`src/rtl/bbs_pkg.sv`:
```
// Shared types, constants and helpers for the brace balance scanner.
package bbs_pkg;

    // Width of the internal saturating depth counter
    localparam int DEPTH_BITS = 16;
    // Width of the depth field on the result beat
    localparam int OUT_DEPTH_BITS = 16;
    // Sign-extended width used to clamp the counter into the result field
    localparam int CLAMP_BITS = 33;

    localparam logic signed [DEPTH_BITS-1:0] DEPTH_MAX = {1'b0, {(DEPTH_BITS-1){1'b1}}};
    localparam logic signed [DEPTH_BITS-1:0] DEPTH_MIN = {1'b1, {(DEPTH_BITS-1){1'b0}}};

    localparam logic signed [CLAMP_BITS-1:0] OUT_MAX =
        CLAMP_BITS'({1'b0, {(OUT_DEPTH_BITS-1){1'b1}}});
    localparam logic signed [CLAMP_BITS-1:0] OUT_MIN =
        -OUT_MAX - CLAMP_BITS'(1);

    // Character codes
    localparam logic [7:0] CH_OPEN   = 8'h7B;
    localparam logic [7:0] CH_CLOSE  = 8'h7D;
    localparam logic [7:0] CH_SLASH  = 8'h2F;
    localparam logic [7:0] CH_STAR   = 8'h2A;
    localparam logic [7:0] CH_SQUOTE = 8'h27;
    localparam logic [7:0] CH_DQUOTE = 8'h22;
    localparam logic [7:0] CH_BSLASH = 8'h5C;

    // Lexical mode codes
    typedef enum logic [2:0] {
        MODE_CODE   = 3'd0,
        MODE_BLOCK  = 3'd1,
        MODE_SQUOTE = 3'd2,
        MODE_DQUOTE = 3'd3,
        MODE_LINE   = 3'd4
    } mode_t;

    // One input beat
    typedef struct packed {
        logic [7:0] char_code;
        logic       last_in_line;
        logic       start_of_action;
    } beat_t;

    // One result beat
    typedef struct packed {
        logic signed [OUT_DEPTH_BITS-1:0] brace_depth;
        mode_t                            lexical_mode;
        logic                             action_done;
    } result_t;

    // Saturate the counter into the signed result field
    function automatic logic signed [OUT_DEPTH_BITS-1:0] clamp_depth(
        input logic signed [DEPTH_BITS-1:0] d
    );
        logic signed [CLAMP_BITS-1:0] wide;
        wide = CLAMP_BITS'(d);
        if (wide > OUT_MAX) begin
            return OUT_DEPTH_BITS'(OUT_MAX);
        end else if (wide < OUT_MIN) begin
            return OUT_DEPTH_BITS'(OUT_MIN);
        end
        return wide[OUT_DEPTH_BITS-1:0];
    endfunction

endpackage

```
`src/rtl/bbs_core.sv`:
```
// Lexer state registers and per-beat update logic of the brace balance scanner.
module bbs_core (
    input  logic             aclk,
    input  logic             aresetn,
    input  logic             step_en,   // a beat moves from input to result register
    input  bbs_pkg::beat_t   beat,
    output bbs_pkg::result_t result
);

    logic signed [bbs_pkg::DEPTH_BITS-1:0] depth_reg, depth_next;
    bbs_pkg::mode_t                        mode_reg, mode_next;
    logic                                  esc_reg, esc_next;
    logic                                  slash_reg, slash_next;
    logic                                  star_reg, star_next;

    logic [7:0] c;
    logic       code_path;
    logic [7:0] closer;

    assign c = beat.char_code;

    // Next lexer state for the beat held in the input register
    always_comb begin
        // start of action clears everything before the byte
        if (beat.start_of_action) begin
            depth_next = '0;
            mode_next  = bbs_pkg::MODE_CODE;
            esc_next   = 1'b0;
            slash_next = 1'b0;
            star_next  = 1'b0;
        end else begin
            depth_next = depth_reg;
            mode_next  = mode_reg;
            esc_next   = esc_reg;
            slash_next = slash_reg;
            star_next  = star_reg;
        end
        code_path = 1'b0;
        closer    = (mode_next == bbs_pkg::MODE_SQUOTE) ? bbs_pkg::CH_SQUOTE
                                                        : bbs_pkg::CH_DQUOTE;

        case (mode_next)
            bbs_pkg::MODE_BLOCK: begin
                if (star_next && c == bbs_pkg::CH_SLASH) begin
                    mode_next = bbs_pkg::MODE_CODE;
                    star_next = 1'b0;
                end else begin
                    star_next = (c == bbs_pkg::CH_STAR);
                end
            end
            bbs_pkg::MODE_SQUOTE, bbs_pkg::MODE_DQUOTE: begin
                if (esc_next) begin
                    esc_next = 1'b0;
                end else if (c == bbs_pkg::CH_BSLASH) begin
                    esc_next = 1'b1;
                end else if (c == closer) begin
                    mode_next = bbs_pkg::MODE_CODE;
                end
            end
            bbs_pkg::MODE_LINE: begin
                // ignore until line end
            end
            default: begin
                mode_next = bbs_pkg::MODE_CODE;
                code_path = 1'b1;
                // pending slash: comment openers
                if (slash_next) begin
                    slash_next = 1'b0;
                    if (c == bbs_pkg::CH_STAR) begin
                        mode_next = bbs_pkg::MODE_BLOCK;
                        star_next = 1'b0;
                        code_path = 1'b0;
                    end else if (c == bbs_pkg::CH_SLASH) begin
                        mode_next = bbs_pkg::MODE_LINE;
                        code_path = 1'b0;
                    end
                end
            end
        endcase

        // ordinary code byte
        if (code_path) begin
            case (c)
                bbs_pkg::CH_SLASH: slash_next = 1'b1;
                bbs_pkg::CH_SQUOTE: begin
                    mode_next = bbs_pkg::MODE_SQUOTE;
                    esc_next  = 1'b0;
                end
                bbs_pkg::CH_DQUOTE: begin
                    mode_next = bbs_pkg::MODE_DQUOTE;
                    esc_next  = 1'b0;
                end
                bbs_pkg::CH_OPEN: begin
                    if (depth_next != bbs_pkg::DEPTH_MAX) begin
                        depth_next = depth_next + bbs_pkg::DEPTH_BITS'(1);
                    end
                end
                bbs_pkg::CH_CLOSE: begin
                    if (depth_next != bbs_pkg::DEPTH_MIN) begin
                        depth_next = depth_next - bbs_pkg::DEPTH_BITS'(1);
                    end
                end
                default: ;
            endcase
        end

        // line end drops the pair flags and ends a line comment
        if (beat.last_in_line) begin
            slash_next = 1'b0;
            star_next  = 1'b0;
            if (mode_next == bbs_pkg::MODE_LINE) begin
                mode_next = bbs_pkg::MODE_CODE;
            end
        end
    end

    // Result of this beat
    assign result.brace_depth  = bbs_pkg::clamp_depth(depth_next);
    assign result.lexical_mode = mode_next;
    assign result.action_done  = beat.last_in_line &&
                                 (depth_next[bbs_pkg::DEPTH_BITS-1] || depth_next == '0);

    // State registers
    always_ff @(posedge aclk) begin
        if (!aresetn) begin
            depth_reg <= '0;
            mode_reg  <= bbs_pkg::MODE_CODE;
            esc_reg   <= 1'b0;
            slash_reg <= 1'b0;
            star_reg  <= 1'b0;
        end else if (step_en) begin
            depth_reg <= depth_next;
            mode_reg  <= mode_next;
            esc_reg   <= esc_next;
            slash_reg <= slash_next;
            star_reg  <= star_next;
        end
    end

endmodule

```
`src/rtl/brace_balance_scanner.sv`:
```
// Top level of the brace balance scanner: input register, lexer core, result register.
//
//  channel | direction | tdata (low bit up)                    | tlast        | tuser
//  s_      | in        | char_code[7:0]                        | last_in_line | start_of_action
//  m_      | out       | brace_depth[15:0], lexical_mode[18:16] | action_done  | -
//
//  One beat per cycle sustained while m_tready is high: the lexer update is one short pass between two registers.
//  m_tvalid is set when a beat moves from the input register into the result register.
//  The lexer state updates as a beat moves from the input register into the result register.
//  A stalled result register holds its beat; the input register still takes one beat behind it.
//  aresetn (synchronous, active low) empties both registers and clears depth, mode and flags.
module brace_balance_scanner (
    input  logic        aclk,
    input  logic        aresetn,
    input  logic        s_tvalid,
    output logic        s_tready,
    input  logic [7:0]  s_tdata,   // [7:0] char_code
    input  logic        s_tlast,   // last_in_line
    input  logic        s_tuser,   // start_of_action
    output logic        m_tvalid,
    input  logic        m_tready,
    output logic [23:0] m_tdata,   // [15:0] brace_depth, [18:16] lexical_mode, rest zero
    output logic        m_tlast    // action_done
);

    logic              in_valid_reg;
    bbs_pkg::beat_t    in_beat_reg;
    logic              out_valid_reg;
    bbs_pkg::result_t  out_res_reg;
    bbs_pkg::result_t  core_res;
    logic              advance;

    // Beat moves forward when the result register is free or being emptied
    assign advance  = in_valid_reg && (!out_valid_reg || m_tready);
    assign s_tready = !in_valid_reg || advance;

    // Input register
    always_ff @(posedge aclk) begin
        if (!aresetn) begin
            in_valid_reg <= 1'b0;
        end else if (s_tready) begin
            in_valid_reg <= s_tvalid;
        end
    end

    always_ff @(posedge aclk) begin
        if (s_tready && s_tvalid) begin
            in_beat_reg.char_code       <= s_tdata;
            in_beat_reg.last_in_line    <= s_tlast;
            in_beat_reg.start_of_action <= s_tuser;
        end
    end

    bbs_core u_core (
        .aclk    (aclk),
        .aresetn (aresetn),
        .step_en (advance),
        .beat    (in_beat_reg),
        .result  (core_res)
    );

    // Result register
    always_ff @(posedge aclk) begin
        if (!aresetn) begin
            out_valid_reg <= 1'b0;
        end else if (advance) begin
            out_valid_reg <= 1'b1;
        end else if (m_tready) begin
            out_valid_reg <= 1'b0;
        end
    end

    always_ff @(posedge aclk) begin
        if (advance) begin
            out_res_reg <= core_res;
        end
    end

    assign m_tvalid = out_valid_reg;
    assign m_tdata  = {5'b0, out_res_reg.lexical_mode, out_res_reg.brace_depth};
    assign m_tlast  = out_res_reg.action_done;

endmodule

```
`config.mk`:
```
export PLATFORM = sky130hd
export DESIGN_NAME = brace_balance_scanner
export DESIGN_NICKNAME = d
export VERILOG_FILES = /design/src/rtl/bbs_pkg.sv /design/src/rtl/bbs_core.sv /design/src/rtl/brace_balance_scanner.sv
export SDC_FILE = /design/constraint.sdc
export NUM_CORES = 1
export LEC_CHECK = 0
export ABC_AREA = 1
export BUFFER_PORTS_ARGS = -buffer_cell sky130_fd_sc_hd__buf_2
export CAP_MARGIN = 20
export CELL_PAD_IN_SITES_DETAIL_PLACEMENT = 0
export CELL_PAD_IN_SITES_GLOBAL_PLACEMENT = 2
export CORE_MARGIN = 2
export CORE_UTILIZATION = 35
export CTS_BUF_LIST = sky130_fd_sc_hd__clkbuf_16
export CTS_CLUSTER_DIAMETER = 80
export DETAILED_ROUTE_END_ITERATION = 10
export HOLD_SLACK_MARGIN = 0.06
export PLACE_DENSITY = 0.84
export SETUP_SLACK_MARGIN = 0.15
export SLEW_MARGIN = 20
export SYNTH_ARGS = -nofsm -noshare
export SYNTH_HDL_FRONTEND = slang
export SYNTH_SLANG_ARGS = --single-unit
```
`constraint.sdc`:
```
create_clock -name aclk -period 8.52 [get_ports aclk]
set_input_delay 2.13 -clock aclk [delete_from_list [all_inputs] [get_ports aclk]]
set_output_delay 2.13 -clock aclk [all_outputs]
set_load 0.01 [all_outputs]
```
==> reports/metrics.yaml, run 1 <==
global_route:
  grt.total_usage_pct: 19.5
  grt_pass1_vias: 3326
  antenna_found_initial: 0
  grt_overflow_total: 0
  grt_pass1_wl_um: 17600
  grt_max_degree: 42
yosys:
  synth.most_common_cell: "nand2_1"
  synth_common_cells: "174 x nand2_1, 81 x inv_1, 58 x nor2_1, 55 x nand3_1, 30 x edfxtp_1"
  ys_seq_elements: 54
  synth_top_cell_by_area: "edfxtp_1"
  ys.flop_type: "edfxtp_1"
  synth_area_per_cell_um2: 6.66
  ys_types: 38
  synth_top_area_share_pct: 23.4
  synth_area_um2: 3850
  yosysWarnings: 0
  synthCells: 578
  yosysSeqAreaShare_pct: 35.9
  synthArstFlopShare_pct: 0
  synth_edf_count: 30
  synth.area.top_cells: "edfxtp_1 23%, nand2_1 17%, dfxtp_1 12%"
setup_path:
  cp_max_fo: 3
  critPathKind: "in2out"
  crit_top_cell: "buf_2"
  cp.arrival_ns: 2.57
  cp_slowest_cell: "buf_2"
  worstPathCellList: "buf_2, inv_1, nand3_1, buf_2"
  max_stage_delay_ns: 0.17
  crit_family: "buffers and inverters"
  crit_path_end_kind: "output port"
  critical_path.startpoint_type: "primary input"
  critPathBufInv: 3
  critPathRequiredTime_ns: 6.39
detailed_routing:
  dr.pass1.iters: 4
  vias_per_cell: 4.93
  vias: 3681
  wl_per_cell_um: 14.9
  drt-initial-drc-count: 185
  ant_nets: 0
  drc: 0
  drt-total-wl_um: 11100
timing:
  setup_slack_ns: 3.82
  worst_slew_pin_slew_ns: 0.784
  finalClockSkew_ns: 0.00321
  timing.hold.ws_ns: 0.468
  hold_viol: 0
  slew_viol_final: 0
  fin_crit_sh_pct: 55.2
  rsz0062_at_grt: "false"
  tns_ns: 0
  period_needed_ns: 4.70
  setup_viol: 0
  fmax_mhz: 213
  slew_headroom_pct: 47.6
placement:
  dp_slack_ns: 3.83
  placed_area_um2: 4090
  dp_hpwl_um: 8420
  gp_congestion: 0.882
  io_buffer_count: 35
  dpl.cell_count: 738
floorplanning:
  initial_core_util_pct: 35.7
  rows: 38
  die_h_um: 109
  die-width_um: 109
  ios: 41
  dieArea_um2: 11900
  coreArea_um2: 10800
clock_tree:
  clockRootBuffer: "clkbuf_16"
  hold_buffers: 0
  cts.sinks: 54
  clockBufferDepth: 2
  path_clk_slew_ns: 0.07
  cts_setup_buffers: 0
  ctsResizeCount: 0
  htreeDepth: 2
  cts_buffers: 5
  cts_tree: "yes"
  clk_latency_ns: 0.29
power:
  power.density_nw_per_um2: 144
  vdd_drop_max_uv: 166
  fin_total_pwr_mw: 0.611
  power.leakage_nw: 2.21
status:
  status: "completed"
layout:
  post-route-util_pct: 39.2
  final_cells: 746
  largest_register_ffs: 19
  drive_above_1_share_pct: 13.0
  nFillCells: 1157
  n_antenna_cell: 0
  nets: 621
  area_growth_pct: 9.88
  fin_area_um2: 4230
hold_path:
  hold_class: "reg2reg"
flow_run:
  cap_violations: 0
-- area by class of cell --
type | instances | area, um2 | area share, %
Clock buffer | 5 | 125 | 2.96
Multi-Input combinational cell | 418 | 2000 | 47.4
Timing Repair Buffer | 38 | 198 | 4.67
Tap cell | 140 | 175 | 4.14
Inverter | 88 | 332 | 7.84
Sequential cell | 54 | 1380 | 32.6
Clock inverter | 3 | 16.3 | 0.384
-- metal layers --
metal	vias up	global-route usage [%]	wire [um]
met5	-	0	0
met4	0	5.40	106
li1	1901	-	-
met3	11	2.27	687
met1	1669	27.7	5150
met2	100	31.1	5190
-- path summary, 6_finish.rpt --
check	from	to	slack, ns	cells after the start
worst max register to register	in_beat_reg[0]$_DFFE_PP_	m_tlast$_DFFE_PP_	4.92	19
worst max-delay path	m_tready	s_tready	3.82	4
worst min-delay path	u_core.slash_reg$_SDFFE_PN0P_	u_core.slash_reg$_SDFFE_PN0P_	0.47	2
worst min register to register	u_core.slash_reg$_SDFFE_PN0P_	u_core.slash_reg$_SDFFE_PN0P_	0.47	2
-- where the power goes --
part / leakage [nW] / total (mW) / internal [mW] / switching (mW)
combinational: 1.66 / 0.111 / 0.0353 / 0.0758
sequential: 0.485 / 0.305 / 0.290 / 0.0147
clock: 0.0672 / 0.195 / 0.107 / 0.0875
total: 2.21 / 0.611 / 0.433 / 0.178
-- worst min-delay path: stages (launching register included) --
cell,delay (ns)
dfxtp_1,0.31
nand2_1,0.06
a21oi_1,0.05
-- cells in the final DEF (no fill, tap or decap) --
| master | Yosys | routed |
|---|---|---|
| nand3b_1 | 3 | 3 |
| conb_1 | 1 | 5 |
| edfxtp_1 | 30 | 30 |
| buf_4 | 5 | 3 |
| nand3_1 | 55 | 55 |
| nor2_8 | 1 | 1 |
| o22ai_1 | 1 | 1 |
| o41ai_1 | 1 | 1 |
| nand2_1 | 174 | 174 |
| buf_2 | 2 | 35 |
| nor2_1 | 58 | 58 |
| nor3_1 | 4 | 4 |
| inv_2 | 4 | 4 |
| o21ai_1 | 6 | 6 |
| a21boi_1 | 6 | 6 |
| nor2_4 | 2 | 2 |
| xor2_1 | 6 | 6 |
| clkinv_1 | 2 | 3 |
| clkinv_2 | 1 | 2 |
| a21oi_1 | 20 | 20 |
| nand2_2 | 12 | 12 |
| clkbuf_16 | 0 | 5 |
| nand3_4 | 1 | 1 |
| a21boi_2 | 1 | 1 |
| nor4_1 | 2 | 2 |
| nor3_2 | 1 | 1 |
| o32ai_1 | 1 | 1 |
| a21oi_2 | 1 | 1 |
| o211ai_1 | 5 | 5 |
| nand3_2 | 2 | 2 |
| o21ai_0 | 20 | 20 |
| nand4_1 | 20 | 20 |
| inv_1 | 81 | 81 |
| o21ai_2 | 4 | 4 |
| ha_1 | 2 | 2 |
| dfxtp_1 | 24 | 24 |
| clkinvlp_4 | 0 | 1 |
| nor2_2 | 4 | 4 |
-- cell families (layout without fill, tap and decap cells) --
logic type	count (synthesis)	in the layout	share of synthesized area, %
AND/OR/NAND/NOR	339	339	39.4
adder cells (fa/ha/maj)	2	2	0.650
flip-flops	54	54	35.9
AO/OA/AOI/OAI	66	66	10.2
XOR/XNOR	6	6	1.36
buffers and inverters	110	134	12.5
other	1	5	0.0974
Power figures use the tool's default switching activity.
==> run 2: changes to the inputs <==
- CORE_UTILIZATION: 35 -> 30
- PLACE_DENSITY: 0.84 -> 0.76
- clock period: 8.52 -> 4.1 ns (I/O delays scaled with it)
==> reports/metrics.yaml, run 2 (synthesized netlist as in run 1, its figures left out) <==
status:
  status: "completed"  # unchanged
timing:
  slew_headroom_pct: 55.2  # was 47.6%
  finalClockSkew_ns: 0.00664  # was 0.00321 ns
  hold_viol: 0  # unchanged
  timing.hold.ws_ns: 0.471  # was 0.468 ns
  slew_viol_final: 0  # unchanged
  rsz0062_at_grt: "false"  # unchanged
  fin_crit_sh_pct: 75.3
  fmax_mhz: 324
  period_needed_ns: 3.09
  worst_slew_pin_slew_ns: 0.668  # was 0.784 ns
  tns_ns: 0  # unchanged
  setup_viol: 0  # unchanged
setup_path:
  worstPathCellList: "inv_2, buf_4, nand2_1, nor3_2, nor2_4, nand3_4, clkinv_2, nand2_2, nand2_1, nand2_1, nor2_1, nand3_1, nor2_1, nand2_1, a21oi_2"  # was buf_2, inv_1, nand3_1, buf_2
  cp.arrival_ns: 3.13  # was 2.57 ns
  reg2reg_slack_ns: 1.01  # was 4.92 ns
  cp_max_fo: 40  # was 3
  crit_start: "in_beat_reg[0]$_DFFE_PP_"  # was m_tready
  crit_path_end_kind: "flop"  # was output port
  cp_slowest_cell: "edfxtp_1"  # was buf_2
  max_stage_delay_ns: 0.51  # was 0.17 ns
  critPathKind: "reg2reg"  # was in2out
  r2r_cells: 15  # was 19
  critical_path.startpoint_type: "flop"  # was primary input
  critPathRequiredTime_ns: 4.14  # was 6.39 ns
  r2r-end: "m_tlast$_DFFE_PP_"  # unchanged
  cp-endpoint: "m_tlast$_DFFE_PP_"  # was s_tready
  crit_top_cell: "nand2_1"  # was buf_2
  rr_startpoint: "in_beat_reg[0]$_DFFE_PP_"  # unchanged
clock_tree:
  cts_tree: "yes"  # unchanged
  cts_buffers: 5  # unchanged
  hold_buffers: 0  # unchanged
  cts.sinks: 54  # unchanged
  clk_latency_ns: 0.30  # was 0.29 ns
  clockBufferDepth: 2  # unchanged
  ctsResizeCount: 0  # unchanged
  clockRootBuffer: "clkbuf_16"  # unchanged
  htreeDepth: 2  # unchanged
  cts_setup_buffers: 0  # unchanged
  path_clk_slew_ns: 0.07  # about the same
detailed_routing:
  wl_per_cell_um: 15.4  # was 14.9 um
  dr.pass1.iters: 5  # was 4
  drt-total-wl_um: 12000  # was 11,100 um
  vias_per_cell: 4.79  # was 4.93
  drt-initial-drc-count: 218  # was 185
  drc: 0  # unchanged
  ant_nets: 0  # unchanged
  vias: 3736  # was 3,681
floorplanning:
  ios: 41  # unchanged
  dieArea_um2: 13800  # was 11,900 um2
  rows: 41  # was 38
  coreArea_um2: 12600  # was 10,800 um2
  initial_core_util_pct: 30.6  # was 35.7%
  die-width_um: 117  # was 109 um
  die_h_um: 117  # was 109 um
power:
  vdd_drop_max_uv: 187  # was 166 uV
  power.density_nw_per_um2: 302  # was 144 nW/um2
  fin_total_pwr_mw: 1.30  # was 0.611 mW
  power.leakage_nw: 2.23  # was 2.21 nW
global_route:
  grt_pass1_wl_um: 18700  # was 17,600 um
  grt_max_degree: 41  # was 42
  grt.total_usage_pct: 17.2  # was 19.5%
  grt_overflow_total: 0  # unchanged
  antenna_found_initial: 0  # unchanged
  grt_pass1_vias: 3512  # was 3,326
layout:
  drive_above_1_share_pct: 13.2  # was 13.0%
  n_antenna_cell: 0  # unchanged
  layout_commonest_cell: "nand2_1"  # unchanged
  final_cells: 780  # was 746
  post-route-util_pct: 34.2  # was 39.2%
  area_growth_pct: 11.6  # was 9.88%
  nFillCells: 1415  # was 1,157
  multi_input_area_um2: 2000  # unchanged
  final_cell_mix: "174 x nand2_1, 81 x inv_1, 58 x nor2_1"  # unchanged
  largest_register_ffs: 19  # unchanged
  nets: 623  # was 621
  seq_area_um2: 1380  # unchanged
placement:
  dp_hpwl_um: 8980  # was 8420 um
  gp_congestion: 0.883  # was 0.882
  io_buffer_count: 35  # unchanged
  dpl.cell_count: 772  # was 738
flow_run:
  cap_violations: 0  # unchanged
hold_path:
  hold_class: "reg2reg"  # unchanged
-- run 2: changes by cell type in the layout (fill, tap and decap cells not counted) --
cell / previous run / this run
buf_12: 0 / 1
buf_4: 3 / 4
clkinv_1: 3 / 4
clkinv_2: 2 / 1
clkinv_4: 0 / 1
clkinvlp_4: 1 / 0
-- run 2: cell type report --
type | count | area share [%]
multi-input combinational | 418 | 46.6
sequential | 54 | 32.1
inverter | 88 | 7.71
timing repair buffer | 40 | 5.24
tap | 172 | 5.01
clock buffer | 5 | 2.91
clock inverter | 3 | 0.378
-- run 2: worst min-delay path by stage --
stage                     cells after the start  slack, ns                             to                           from
after floorplan                               2       0.45  u_core.slash_reg$_SDFFE_PN0P_  u_core.slash_reg$_SDFFE_PN0P_
after global placement                        2       0.45   u_core.star_reg$_SDFFE_PN0P_   u_core.star_reg$_SDFFE_PN0P_
after detailed placement                      2       0.46   u_core.star_reg$_SDFFE_PN0P_   u_core.star_reg$_SDFFE_PN0P_
final                                         2       0.47   u_core.star_reg$_SDFFE_PN0P_   u_core.star_reg$_SDFFE_PN0P_
after CTS                                     2       0.47   u_core.star_reg$_SDFFE_PN0P_   u_core.star_reg$_SDFFE_PN0P_
after global routing                          2       0.50  u_core.slash_reg$_SDFFE_PN0P_  u_core.slash_reg$_SDFFE_PN0P_
-- run 2: where the power goes --
group | switching [mW] | leakage (nW) | internal (mW)
Sequential | 0.0298 | 0.485 | 0.603
Combinational | 0.165 | 1.67 | 0.0764
Clock | 0.202 | 0.0689 | 0.224
Total | 0.396 | 2.23 | 0.904
-- run 2: layer usage --
metal	up-vias	global-route usage, %	wire, um
met5	-	0	0
met4	0	7.76	370
met3	27	2.58	415
met2	89	26.7	5320
met1	1706	23.5	5860
li1	1914	-	-
-- run 2: through the flow --
step / setup WS [ns] / area (um2)
2_1_floorplan: 1.32 / 3870
4_1_cts: 0.995 / 4300
5_1_grt: 0.736 / 4300
3_5_place_dp: 1.03 / 4160
3_3_place_gp: 1.02 / 4160
6_report: 1.01 / 4300
-- run 2: critical path, delay by kind of cell (launching register included) --
kind | cells | cell delay [ns]
flip-flops | 1 | 0.51
AO/OA/AOI/OAI | 1 | 0.05
AND/OR/NAND/NOR | 11 | 1.45
buffers and inverters | 3 | 0.80
